## src/rtl/arbs_pkg.sv

```systemverilog
// ============================================================================
// arbs_pkg - shared definitions for the auto-repeat button service unit
// Timer width, register map, opcodes and the configuration bundle.
// ============================================================================
package arbs_pkg;

    // Hold timer width (8 .. 32).
    localparam int TIMER_BITS = 16;

    localparam int DEBOUNCE_W   = 16;
    localparam int CMP_W        = (TIMER_BITS > DEBOUNCE_W) ? TIMER_BITS : DEBOUNCE_W;
    localparam int MIN_DEBOUNCE = 20;

    localparam int APB_DATA_W = 32;
    localparam int APB_ADDR_W = 4;

    typedef logic [TIMER_BITS-1:0] timer_t;

    // Register index, byte address = 4 * index.
    typedef enum logic [1:0] {
        REG_PULLED_UP      = 2'd0,
        REG_NORMALLY_OPEN  = 2'd1,
        REG_DEBOUNCE_TICKS = 2'd2,
        REG_AUTO_REPEAT_ON = 2'd3
    } reg_idx_t;

    typedef enum logic {
        OP_TICK = 1'b0,
        OP_ACK  = 1'b1
    } op_t;

    typedef struct packed {
        logic                  pulled_up;
        logic                  normally_open;
        logic [DEBOUNCE_W-1:0] debounce_ticks;
        logic                  auto_repeat_on;
    } cfg_t;

endpackage

```

## src/rtl/arbs_in_if.sv

```systemverilog
// ============================================================================
// arbs_in_if - request channel
// One word per tick sample or acknowledge, valid/ready handshake.
// ============================================================================
interface arbs_in_if;
    logic valid;
    logic ready;
    logic opcode;
    logic pin_level;

    modport source (output valid, output opcode, output pin_level, input ready);
    modport sink   (input valid, input opcode, input pin_level, output ready);
endinterface

```

## src/rtl/arbs_out_if.sv

```systemverilog
// ============================================================================
// arbs_out_if - response channel
// One word per request, valid/ready handshake.
// ============================================================================
interface arbs_out_if;
    logic valid;
    logic ready;
    logic accepted;
    logic service_pending;
    logic pressed_now;

    modport source (output valid, output accepted, output service_pending,
                    output pressed_now, input ready);
    modport sink   (input valid, input accepted, input service_pending,
                    input pressed_now, output ready);
endinterface

```

## src/rtl/arbs_cfg_regs.sv

```systemverilog
// ============================================================================
// arbs_cfg_regs - APB configuration registers
// Write in the access phase, debounce writes clamp to the minimum.
// ============================================================================
module arbs_cfg_regs (
    input  logic                          clk,
    input  logic                          rst_n,
    input  logic                          psel,
    input  logic                          penable,
    input  logic                          pwrite,
    input  logic [arbs_pkg::APB_ADDR_W-1:0] paddr,
    input  logic [arbs_pkg::APB_DATA_W-1:0] pwdata,
    output logic [arbs_pkg::APB_DATA_W-1:0] prdata,
    output logic                          pready,
    output arbs_pkg::cfg_t                cfg
);
    import arbs_pkg::*;

    cfg_t                  cfg_reg;
    cfg_t                  cfg_next;
    reg_idx_t              idx;
    logic                  wr_en;
    logic [DEBOUNCE_W-1:0] deb_wr;

    assign pready = 1'b1;
    assign idx    = reg_idx_t'(paddr[APB_ADDR_W-1:2]);
    assign wr_en  = psel & penable & pwrite;
    assign deb_wr = pwdata[DEBOUNCE_W-1:0];

    always_comb
    begin
        cfg_next = cfg_reg;
        if (wr_en)
        begin
            case (idx)
                REG_PULLED_UP:      cfg_next.pulled_up      = pwdata[0];
                REG_NORMALLY_OPEN:  cfg_next.normally_open  = pwdata[0];
                REG_DEBOUNCE_TICKS:
                begin
                    if (deb_wr < DEBOUNCE_W'(MIN_DEBOUNCE))
                        cfg_next.debounce_ticks = DEBOUNCE_W'(MIN_DEBOUNCE);
                    else
                        cfg_next.debounce_ticks = deb_wr;
                end
                REG_AUTO_REPEAT_ON: cfg_next.auto_repeat_on = pwdata[0];
                default:            cfg_next = cfg_reg;
            endcase
        end
    end

    always_ff @(posedge clk or negedge rst_n)
    begin
        if (!rst_n)
        begin
            cfg_reg.pulled_up      <= 1'b1;
            cfg_reg.normally_open  <= 1'b1;
            cfg_reg.debounce_ticks <= DEBOUNCE_W'(MIN_DEBOUNCE);
            cfg_reg.auto_repeat_on <= 1'b0;
        end
        else
        begin
            cfg_reg <= cfg_next;
        end
    end

    always_comb
    begin
        case (idx)
            REG_PULLED_UP:      prdata = APB_DATA_W'(cfg_reg.pulled_up);
            REG_NORMALLY_OPEN:  prdata = APB_DATA_W'(cfg_reg.normally_open);
            REG_DEBOUNCE_TICKS: prdata = APB_DATA_W'(cfg_reg.debounce_ticks);
            REG_AUTO_REPEAT_ON: prdata = APB_DATA_W'(cfg_reg.auto_repeat_on);
            default:            prdata = '0;
        endcase
    end

    assign cfg = cfg_reg;

endmodule

```

## src/rtl/arbs_core.sv

```systemverilog
// ============================================================================
// arbs_core - button qualifier and response register
// Decodes the sample, updates hold state, registers one response per word.
// ============================================================================
module arbs_core (
    input  logic           clk,
    input  logic           rst_n,
    input  arbs_pkg::cfg_t cfg,
    arbs_in_if.sink        req,
    arbs_out_if.source     rsp
);
    import arbs_pkg::*;

    logic   was_pressed_reg,  was_pressed_next;
    logic   rearmed_reg,      rearmed_next;
    logic   pending_reg,      pending_next;
    timer_t hold_reg,         hold_next;
    logic   last_pressed_reg, last_pressed_next;
    logic   acc_next;

    logic   rsp_valid_reg;
    logic   rsp_acc_reg;
    logic   rsp_pend_reg;
    logic   rsp_press_reg;

    logic   take;
    logic   pressed;
    timer_t hold_inc;
    logic   hold_done;

    // Response register drains or is empty: take a new word.
    assign req.ready = ~rsp_valid_reg | rsp.ready;
    assign take      = req.valid & req.ready;

    // Pressed level: pin XOR (pulled_up XNOR normally_open).
    assign pressed   = req.pin_level ^ ~(cfg.pulled_up ^ cfg.normally_open);
    assign hold_inc  = (&hold_reg) ? hold_reg : hold_reg + 1'b1;
    assign hold_done = CMP_W'(hold_inc) >= CMP_W'(cfg.debounce_ticks);

    always_comb
    begin
        was_pressed_next  = was_pressed_reg;
        rearmed_next      = rearmed_reg;
        pending_next      = pending_reg;
        hold_next         = hold_reg;
        last_pressed_next = last_pressed_reg;
        acc_next          = 1'b0;
        case (op_t'(req.opcode))
            OP_TICK:
            begin
                last_pressed_next = pressed;
                hold_next         = hold_inc;
                if (!pending_reg)
                begin
                    acc_next = 1'b1;
                    if (pressed)
                    begin
                        if (cfg.auto_repeat_on | rearmed_reg)
                        begin
                            if (was_pressed_reg)
                            begin
                                if (hold_done)
                                begin
                                    pending_next = 1'b1;
                                    rearmed_next = 1'b0;
                                end
                            end
                            else
                            begin
                                hold_next        = '0;
                                was_pressed_next = 1'b1;
                            end
                        end
                    end
                    else
                    begin
                        was_pressed_next = 1'b0;
                        if (!cfg.auto_repeat_on)
                            rearmed_next = 1'b1;
                    end
                end
            end
            OP_ACK:
            begin
                if (pending_reg)
                begin
                    acc_next     = 1'b1;
                    pending_next = 1'b0;
                    if (cfg.auto_repeat_on)
                    begin
                        rearmed_next     = 1'b1;
                        hold_next        = '0;
                        was_pressed_next = 1'b1;
                    end
                end
            end
            default: acc_next = 1'b0;
        endcase
    end

    always_ff @(posedge clk or negedge rst_n)
    begin
        if (!rst_n)
        begin
            was_pressed_reg  <= 1'b0;
            rearmed_reg      <= 1'b0;
            pending_reg      <= 1'b0;
            hold_reg         <= '0;
            last_pressed_reg <= 1'b0;
            rsp_valid_reg    <= 1'b0;
        end
        else
        begin
            if (take)
            begin
                was_pressed_reg  <= was_pressed_next;
                rearmed_reg      <= rearmed_next;
                pending_reg      <= pending_next;
                hold_reg         <= hold_next;
                last_pressed_reg <= last_pressed_next;
            end
            if (take)
                rsp_valid_reg <= 1'b1;
            else if (rsp.ready)
                rsp_valid_reg <= 1'b0;
        end
    end

    // Response payload, loaded with each accepted word.
    always_ff @(posedge clk)
    begin
        if (take)
        begin
            rsp_acc_reg   <= acc_next;
            rsp_pend_reg  <= pending_next;
            rsp_press_reg <= last_pressed_next;
        end
    end

    assign rsp.valid           = rsp_valid_reg;
    assign rsp.accepted        = rsp_acc_reg;
    assign rsp.service_pending = rsp_pend_reg;
    assign rsp.pressed_now     = rsp_press_reg;

endmodule

```

## src/rtl/auto_repeat_button_service_unit.sv

```systemverilog
// ============================================================================
// auto_repeat_button_service_unit - debounced push button with auto-repeat
// Qualifies millisecond pin samples into service requests cleared by ack.
// ============================================================================
// Each request word is either a millisecond tick with a pin sample or a
// service acknowledge, and each yields exactly one response word. A word is
// taken every clock cycle: the qualifier state and the response register
// update at the same edge, and a new word is accepted while the previous
// response drains. Throughput drops only when the
// downstream side holds ready low with a response already waiting.
// Configuration (APB, byte address 4*index): pulled_up, normally_open,
// debounce_ticks (writes below 20 store 20), auto_repeat_on. Write only
// while no word is in flight.
// ============================================================================
module auto_repeat_button_service_unit (
    input  logic                            clk,
    input  logic                            rst_n,
    input  logic                            psel,
    input  logic                            penable,
    input  logic                            pwrite,
    input  logic [arbs_pkg::APB_ADDR_W-1:0] paddr,
    input  logic [arbs_pkg::APB_DATA_W-1:0] pwdata,
    output logic [arbs_pkg::APB_DATA_W-1:0] prdata,
    output logic                            pready,
    arbs_in_if.sink                         req,
    arbs_out_if.source                      rsp
);
    import arbs_pkg::*;

    // Live configuration bundle to the qualifier.
    cfg_t cfg;

    arbs_cfg_regs u_cfg (
        .clk     (clk),
        .rst_n   (rst_n),
        .psel    (psel),
        .penable (penable),
        .pwrite  (pwrite),
        .paddr   (paddr),
        .pwdata  (pwdata),
        .prdata  (prdata),
        .pready  (pready),
        .cfg     (cfg)
    );

    // Decode, hold timer, pending flag and the response register.
    arbs_core u_core (
        .clk   (clk),
        .rst_n (rst_n),
        .cfg   (cfg),
        .req   (req),
        .rsp   (rsp)
    );

endmodule

```

## src/flat_wrapper.sv

```systemverilog
// flat-port wrapper written by rule: the top's interface ports become plain ports
module auto_repeat_button_service_unit_flat import arbs_pkg::*;
  (clk, rst_n, psel, penable, pwrite, paddr, pwdata, prdata, pready, req_valid, req_opcode, req_pin_level, req_ready, rsp_valid, rsp_accepted, rsp_service_pending, rsp_pressed_now, rsp_ready);
  arbs_in_if req_i ();
  arbs_out_if rsp_i ();
  input  logic clk;
  input  logic rst_n;
  input  logic psel;
  input  logic penable;
  input  logic pwrite;
  input  logic [arbs_pkg::APB_ADDR_W-1:0] paddr;
  input  logic [arbs_pkg::APB_DATA_W-1:0] pwdata;
  output logic [arbs_pkg::APB_DATA_W-1:0] prdata;
  output logic pready;
  input wire logic [$bits(req_i.valid)-1:0] req_valid;
  input wire logic [$bits(req_i.opcode)-1:0] req_opcode;
  input wire logic [$bits(req_i.pin_level)-1:0] req_pin_level;
  output wire logic [$bits(req_i.ready)-1:0] req_ready;
  output wire logic [$bits(rsp_i.valid)-1:0] rsp_valid;
  output wire logic [$bits(rsp_i.accepted)-1:0] rsp_accepted;
  output wire logic [$bits(rsp_i.service_pending)-1:0] rsp_service_pending;
  output wire logic [$bits(rsp_i.pressed_now)-1:0] rsp_pressed_now;
  input wire logic [$bits(rsp_i.ready)-1:0] rsp_ready;
  assign req_i.valid = req_valid;
  assign req_i.opcode = req_opcode;
  assign req_i.pin_level = req_pin_level;
  assign req_ready = req_i.ready;
  assign rsp_valid = rsp_i.valid;
  assign rsp_accepted = rsp_i.accepted;
  assign rsp_service_pending = rsp_i.service_pending;
  assign rsp_pressed_now = rsp_i.pressed_now;
  assign rsp_i.ready = rsp_ready;
  auto_repeat_button_service_unit u_core (.clk(clk), .rst_n(rst_n), .psel(psel), .penable(penable), .pwrite(pwrite), .paddr(paddr), .pwdata(pwdata), .prdata(prdata), .pready(pready), .req(req_i), .rsp(rsp_i));
endmodule
```

## config.mk

```make
export PLATFORM = sky130hd
export DESIGN_NAME = auto_repeat_button_service_unit_flat
export DESIGN_NICKNAME = d
export VERILOG_FILES = /design/src/rtl/arbs_pkg.sv /design/src/rtl/arbs_in_if.sv /design/src/rtl/arbs_out_if.sv /design/src/rtl/arbs_cfg_regs.sv /design/src/rtl/arbs_core.sv /design/src/rtl/auto_repeat_button_service_unit.sv /design/src/flat_wrapper.sv
export SDC_FILE = /design/constraint.sdc
export NUM_CORES = 1
export LEC_CHECK = 0
export BUFFER_PORTS_ARGS = -buffer_cell sky130_fd_sc_hd__buf_4
export CORE_MARGIN = 2
export CORE_UTILIZATION = 50
export CTS_BUF_LIST = sky130_fd_sc_hd__clkbuf_16
export CTS_CLUSTER_SIZE = 28
export DETAILED_ROUTE_END_ITERATION = 6
export PLACE_DENSITY = 0.81
export SLEW_MARGIN = 20
export SYNTH_ARGS = -nofsm -noshare
export SYNTH_HDL_FRONTEND = slang
export SYNTH_SLANG_ARGS = --single-unit
```

## constraint.sdc

```tcl
create_clock -name clk -period 7.8 [get_ports clk]
set_clock_uncertainty 0.15 [all_clocks]
set_input_delay 1.56 -clock clk [delete_from_list [all_inputs] [get_ports clk]]
set_output_delay 1.56 -clock clk [all_outputs]
set_load 0.01 [all_outputs]
```

==> flow_summary.json, run 1 <==
{
  "crit_path_end": "prdata[12]",
  "mostFrequentLayoutCell": "buf_4",
  "finalCriticalPeriod_ns": 4.473,
  "timing.rr.end": "u_core.u_core.rsp.service_pending",
  "clock_latency_ns": 0.29,
  "p_per_area_mw_per_mm2": 192.0,
  "grt_pass1_vias": 2411,
  "syn_inst": 334,
  "grt_setup_unrepaired": "no",
  "ys_ff_latch": 43,
  "r2r_start": "u_core.u_core.hold_reg[0]",
  "grt_overflow_total": 0,
  "yosysWarningCount": 0,
  "io_pins": 83,
  "cpLargestDelayFamily": "simple AND/OR/NAND/NOR gates",
  "min_path_type": "flop to flop",
  "ys_seq_area_share_pct": 37.45,
  "cts-root-buf": "clkbuf_16",
  "drv_slew": 0,
  "diodes": 0,
  "routed_via_density": 5.541,
  "cts_setup_buffers": 0,
  "path_depth": 4,
  "yosys_most_used_dff": "dfrtp_1",
  "largest_reg_flops": 19,
  "startpoint_type": "input port",
  "die_h_um": 80.51,
  "grt_pass1_wl_um": 11030,
  "arrival_ns": 2.76,
  "ctsResizeCount": 0,
  "max_freq_mhz": 223.5,
  "critPathKind": "input port to output port",
  "synth.avg_cell_area_um2": 8.762,
  "end_kind": "output port",
  "crit_start": "paddr[2]",
  "maxCapViolCount": 0,
  "fin_crit_sh_pct": 57.35,
  "clock_sinks": 43,
  "fillers": 489,
  "drtIter0Drc": 223,
  "slowest_stage": "nor2b_1",
  "track_usage_pct": 21.89,
  "pre_cts_slack_ns": 3.303,
  "final_cell_mix": "buf_4 (48), dfrtp_1 (36), nand2_1 (33), inv_1 (27), a21oi_1 (24)",
  "antenna_found_initial": 0,
  "final_antenna_net_count": 0,
  "reg2reg_setup_slack_ns": 3.69,
  "critPathMaxStageDelay_ns": 0.68,
  "synth_edf_count": 3,
  "slew_headroom_pct": 40.44,
  "vias": 2488,
  "setup_tns_ns": 0,
  "syn_area_mm2": 0.002927,
  "hold_violations": 0,
  "worstMarginPinSlew_ns": 0.8853,
  "seq_power_share_pct": 43.5,
  "path_cells": "buf_4 > nor2b_1 > and2_1 > buf_4",
  "final_nets": 440,
  "p_int_uw": 454.7,
  "power_switching_uw": 200.1,
  "rows": 27,
  "chipWidth_um": 80.51,
  "design.core.area_mm2": 0.005574,
  "outcome": "completed",
  "wl_per_cell_um": 14.65,
  "holdBufCountCts": 0,
  "ir_drop_mv": 0.1269,
  "cts_max_level": 2,
  "start_util_pct": 52.50,
  "path_clk_slew_ns": 0.06,
  "p_leak_uw": 0.001596,
  "drive_gt1_share_pct": 18.83,
  "async_flop_share_pct": 93.02,
  "first_pass_iters": 4,
  "cpMostUsedCell": "buf_4",
  "drc": 0,
  "portBuffers": 47,
  "clockBufferDepth": 2,
  "cts_buffers": 5,
  "area_growth_pct": 16.55,
  "drt_wl_total_um": 6579,
  "finalSetupViolCount": 0,
  "cp_num_buf_inv": 2,
  "worst_slack_ns": 3.327,
  "grt_max_degree": 41,
  "critPathMaxFanout": 16,
  "clkPwrFrac_pct": 31.9,
  "ys_types": 53,
  "reg2regPathDepth": 10,
  "gp_congestion": 0.8554,
  "hpwl_um": 5014,
  "p_comb_share_pct": 24.6,
  "swShare_pct": 30.56,
  "die_area_mm2": 0.006481,
  "cts_tree": "yes",
  "worstPathRequired_ns": 6.09
}
-- stage by stage --
step | utilization, % | instance area (um2) | power [uW] | cells | hold WS [ns]
CTS | 61.08 | 3405 | 654.7 | 449 | 0.3754
global placement | 58.47 | 3259 | 438.3 | 441 | 0.3382
global route | 61.19 | 3411 | 691.7 | 449 | 0.4002
floorplan | - | 2983 | 390.9 | 349 | 0.3137
detailed placement | 58.47 | 3259 | 449.2 | 441 | 0.3614
finish | 61.19 | 3411 | 654.8 | 449 | 0.3784
-- cell families after synthesis --
logic type	after synthesis	synth area share [%]
AOI/OAI and AO/OA	76	16.16
xor gates and xnor gates	9	3.206
adders and majority gates	19	8.123
buffers and inverters	55	9.748
DFF	43	37.45
muxes	5	2.437
other	2	0.2566
and+or+nand+nor	125	22.62
-- layer usage --
layer / global-route usage (%) / part of all wire, % / routed length (um) / vias up
met2: 38.67 / 50 / 3298 / 66
met1: 27.74 / 44 / 2914 / 1180
li1: - / - / - / 1235
met3: 4.157 / 4.7 / 311 / 7
met4: 4.746 / 0.82 / 54 / 0
met5: 0 / 0 / 0 / -
-- worst min-delay path by stage --
stage                                   start                         to  slack (ns)  cells after the start
finish                    u_core.u_cfg.cfg[5]        u_core.u_cfg.cfg[5]        0.38                      2
CTS                 u_core.u_core.rearmed_reg  u_core.u_core.rearmed_reg        0.38                      1
global placement    u_core.u_core.rearmed_reg  u_core.u_core.rearmed_reg        0.34                      1
detailed placement  u_core.u_core.rearmed_reg  u_core.u_core.rearmed_reg        0.36                      1
global route              u_core.u_cfg.cfg[5]        u_core.u_cfg.cfg[5]        0.40                      2
floorplan                 u_core.u_cfg.cfg[3]        u_core.u_cfg.cfg[3]        0.31                      2
-- worst register-to-register path, cell delays in order (launching register included) --
cell and delay (ns):
dfrtp_1 0.46, ha_1 0.31, nand4_1 0.27, nor4_1 0.80, nor2_1 0.18, xor2_1 0.19
ha_1 0.30, nand4_1 0.10, o311ai_0 0.53, a31oi_1 0.25, o32ai_1 0.37
-- power by group through the flow --
stage	registers [uW]	logic, uW	clock network, uW
final	285	161	209
after global routing	288	182	222
after CTS	284	161	209
after detailed placement	288	161	0
after global placement	285	153	0
after floorplan	281	110	0
-- layout make-up --
class / instances / area [um2] / area share, %
multi-input combinational: 251 / 1618 / 47.43
tap: 72 / 90.09 / 2.641
clock inverter: 3 / 20.02 / 0.5869
clock buffer: 5 / 125.1 / 3.668
sequential: 43 / 1096 / 32.13
timing repair buffer: 48 / 360.3 / 10.56
inverter: 27 / 101.3 / 2.971
-- cell usage after synthesis (all sizes together) (4+ instances only) --
| master | instances | area share (%) |
|---|---|---|
| nand3 | 12 | 2.1 |
| xnor2 | 6 | 1.8 |
| ha | 19 | 8.1 |
| o21a | 6 | 1.5 |
| nand4 | 10 | 2.1 |
| and2 | 17 | 3.6 |
| o21ai | 25 | 4.5 |
| inv | 27 | 3.5 |
| nand2 | 33 | 4.2 |
| and3 | 4 | 0.90 |
| buf | 25 | 5.9 |
| mux2 | 4 | 1.5 |
| dfstp | 4 | 3.6 |
| or3 | 4 | 0.85 |
| a21oi | 24 | 4.1 |
| nor3 | 7 | 1.2 |
| nor4 | 6 | 1.3 |
| nor2 | 19 | 2.4 |
| dfrtp | 36 | 31 |
(Power assumes the default switching activity.)
==> run 2, diff against run 1 <==
==> constraint.sdc (replaced) <==
create_clock -name clk -period 4.4 [get_ports clk]
set_clock_uncertainty 0.15 [all_clocks]
set_input_delay 0.88 -clock clk [delete_from_list [all_inputs] [get_ports clk]]
set_output_delay 0.88 -clock clk [all_outputs]
set_load 0.01 [all_outputs]
==> flow_summary.json, run 2 (synthesized netlist as in run 1, its figures left out) <==
{
  "wl_per_cell_um": 14.37,
  "grt_max_degree": 41,
  "setup_tns_ns": 0,
  "p_total_uw": 1130,
  "gp_congestion": 0.8491,
  "hpwl_um": 4864,
  "largest_reg_flops": 19,
  "p_per_area_mw_per_mm2": 331.3,
  "min_path_type": "flop to flop",
  "critPathMaxFanout": 10,
  "fin_crit_sh_pct": 91.15,
  "cts_setup_buffers": 0,
  "cts_buffers": 5,
  "maxCapViolCount": 0,
  "rows": 27,
  "drc": 0,
  "vias": 2501,
  "hold_violations": 0,
  "cts-root-buf": "clkbuf_16",
  "cts_tree": "yes",
  "start_util_pct": 52.50,
  "design.core.area_mm2": 0.005574,
  "critPathKind": "flop to flop",
  "ir_drop_mv": 0.2493,
  "clock_sinks": 43,
  "finalCriticalPeriod_ns": 4.011,
  "grt_setup_unrepaired": "no",
  "first_pass_iters": 4,
  "mostFrequentLayoutCell": "buf_4",
  "area_growth_pct": 16.59,
  "slew_headroom_pct": 40.08,
  "drive_gt1_share_pct": 19.00,
  "grt_pass1_wl_um": 10960,
  "io_pins": 83,
  "chipWidth_um": 80.51,
  "arrival_ns": 3.88,
  "die_area_mm2": 0.006481,
  "cts_max_level": 2,
  "worstPathRequired_ns": 4.27,
  "grt_overflow_total": 0,
  "dpl.cell_count": 443,
  "finalSetupViolCount": 0,
  "path_clk_slew_ns": 0.06,
  "holdBufCountCts": 0,
  "diodes": 0,
  "grt_pass1_vias": 2441,
  "p_leak_uw": 0.001613,
  "routed_via_density": 5.545,
  "antenna_found_initial": 0,
  "outcome": "completed",
  "track_usage_pct": 21.72,
  "final_nets": 442,
  "worstMarginPinSlew_ns": 0.8970,
  "clock_latency_ns": 0.28,
  "max_freq_mhz": 249.3,
  "portBuffers": 47,
  "die_h_um": 80.51,
  "finalNonFillerCells": 451,
  "ctsResizeCount": 0,
  "startpoint_type": "flop",
  "clockBufferDepth": 2,
  "final_antenna_net_count": 0,
  "end_kind": "flop",
  "drtIter0Drc": 229,
  "drv_slew": 0,
  "final_cell_mix": "buf_4 (50), dfrtp_1 (36), nand2_1 (33), inv_1 (28), a21oi_1 (24)",
  "drt_wl_total_um": 6480
}
-- run 2: changes by cell type in the layout (fill, tap and decap cells not counted) --
cell,change
buf_4,+2
clkinv_2,+1
clkinv_4,-1
clkinvlp_4,-1
inv_1,+1
nor3_2,+1
nor3_4,-1
-- run 2: stage by stage --
stage	util [%]	cell area (um2)	hold slack, ns	worst slack (ns)
after detailed placement	58.74	3274	0.3611	0.4731
after CTS	61.21	3412	0.3742	0.4428
after global routing	61.21	3412	0.4017	0.1469
after global placement	58.74	3274	0.3423	0.5292
final	61.21	3412	0.3703	0.3892
after floorplan	-	2983	0.3137	1.102
-- run 2: layout make-up --
| type | instances | area [um2] |
|---|---|---|
| flip-flops and latches | 43 | 1096 |
| clock inverters | 3 | 12.51 |
| repair buffers | 50 | 375.4 |
| inverters | 27 | 101.3 |
| fillers | 484 | 2162 |
| clock buffers | 5 | 125.1 |
| multi-input cells | 251 | 1612 |
| well taps | 72 | 90.09 |
-- run 2: report_power, final --
group,switching (uW),internal (uW)
sequential,40.6,462
combinational,147,133
clock,142,205
-- run 2: layer usage --
| layer | routed length, um | GRT usage, % | up-vias |
|---|---|---|---|
| li1 | - | - | 1235 |
| met4 | 83 | 7.458 | 0 |
| met1 | 2813 | 27.84 | 1195 |
| met3 | 291 | 4.045 | 8 |
| met2 | 3291 | 36.75 | 63 |
| met5 | 0 | 0 | - |
-- run 2: path summary, 6_finish.rpt --
kind / from / end / slack (ns) / cells past startpoint
setup reg to reg: u_core.u_core.hold_reg[0] / u_core.u_core.rsp.service_pending / 0.39 / 10
max in group asynchronous: rst_n / u_core.u_cfg.cfg[17] / 3.30 / 1
setup / recovery: u_core.u_core.hold_reg[0] / u_core.u_core.rsp.service_pending / 0.39 / 10
min in group asynchronous: rst_n / u_core.u_core.hold_reg[13] / 0.42 / 1
hold / removal: u_core.u_cfg.cfg[5] / u_core.u_cfg.cfg[5] / 0.37 / 2
hold reg to reg: u_core.u_cfg.cfg[5] / u_core.u_cfg.cfg[5] / 0.37 / 2
-- run 2: worst max-delay path, cell delays in order (launching register included) --
cell and delay, ns:
dfrtp_1 0.45, ha_1 0.31, nand4_1 0.27, or4_1 0.75, xnor2_1 0.26, ha_1 0.26
nand2b_1 0.14, a2111oi_0 0.39, o311ai_0 0.27, a31oi_1 0.36, o32ai_1 0.14
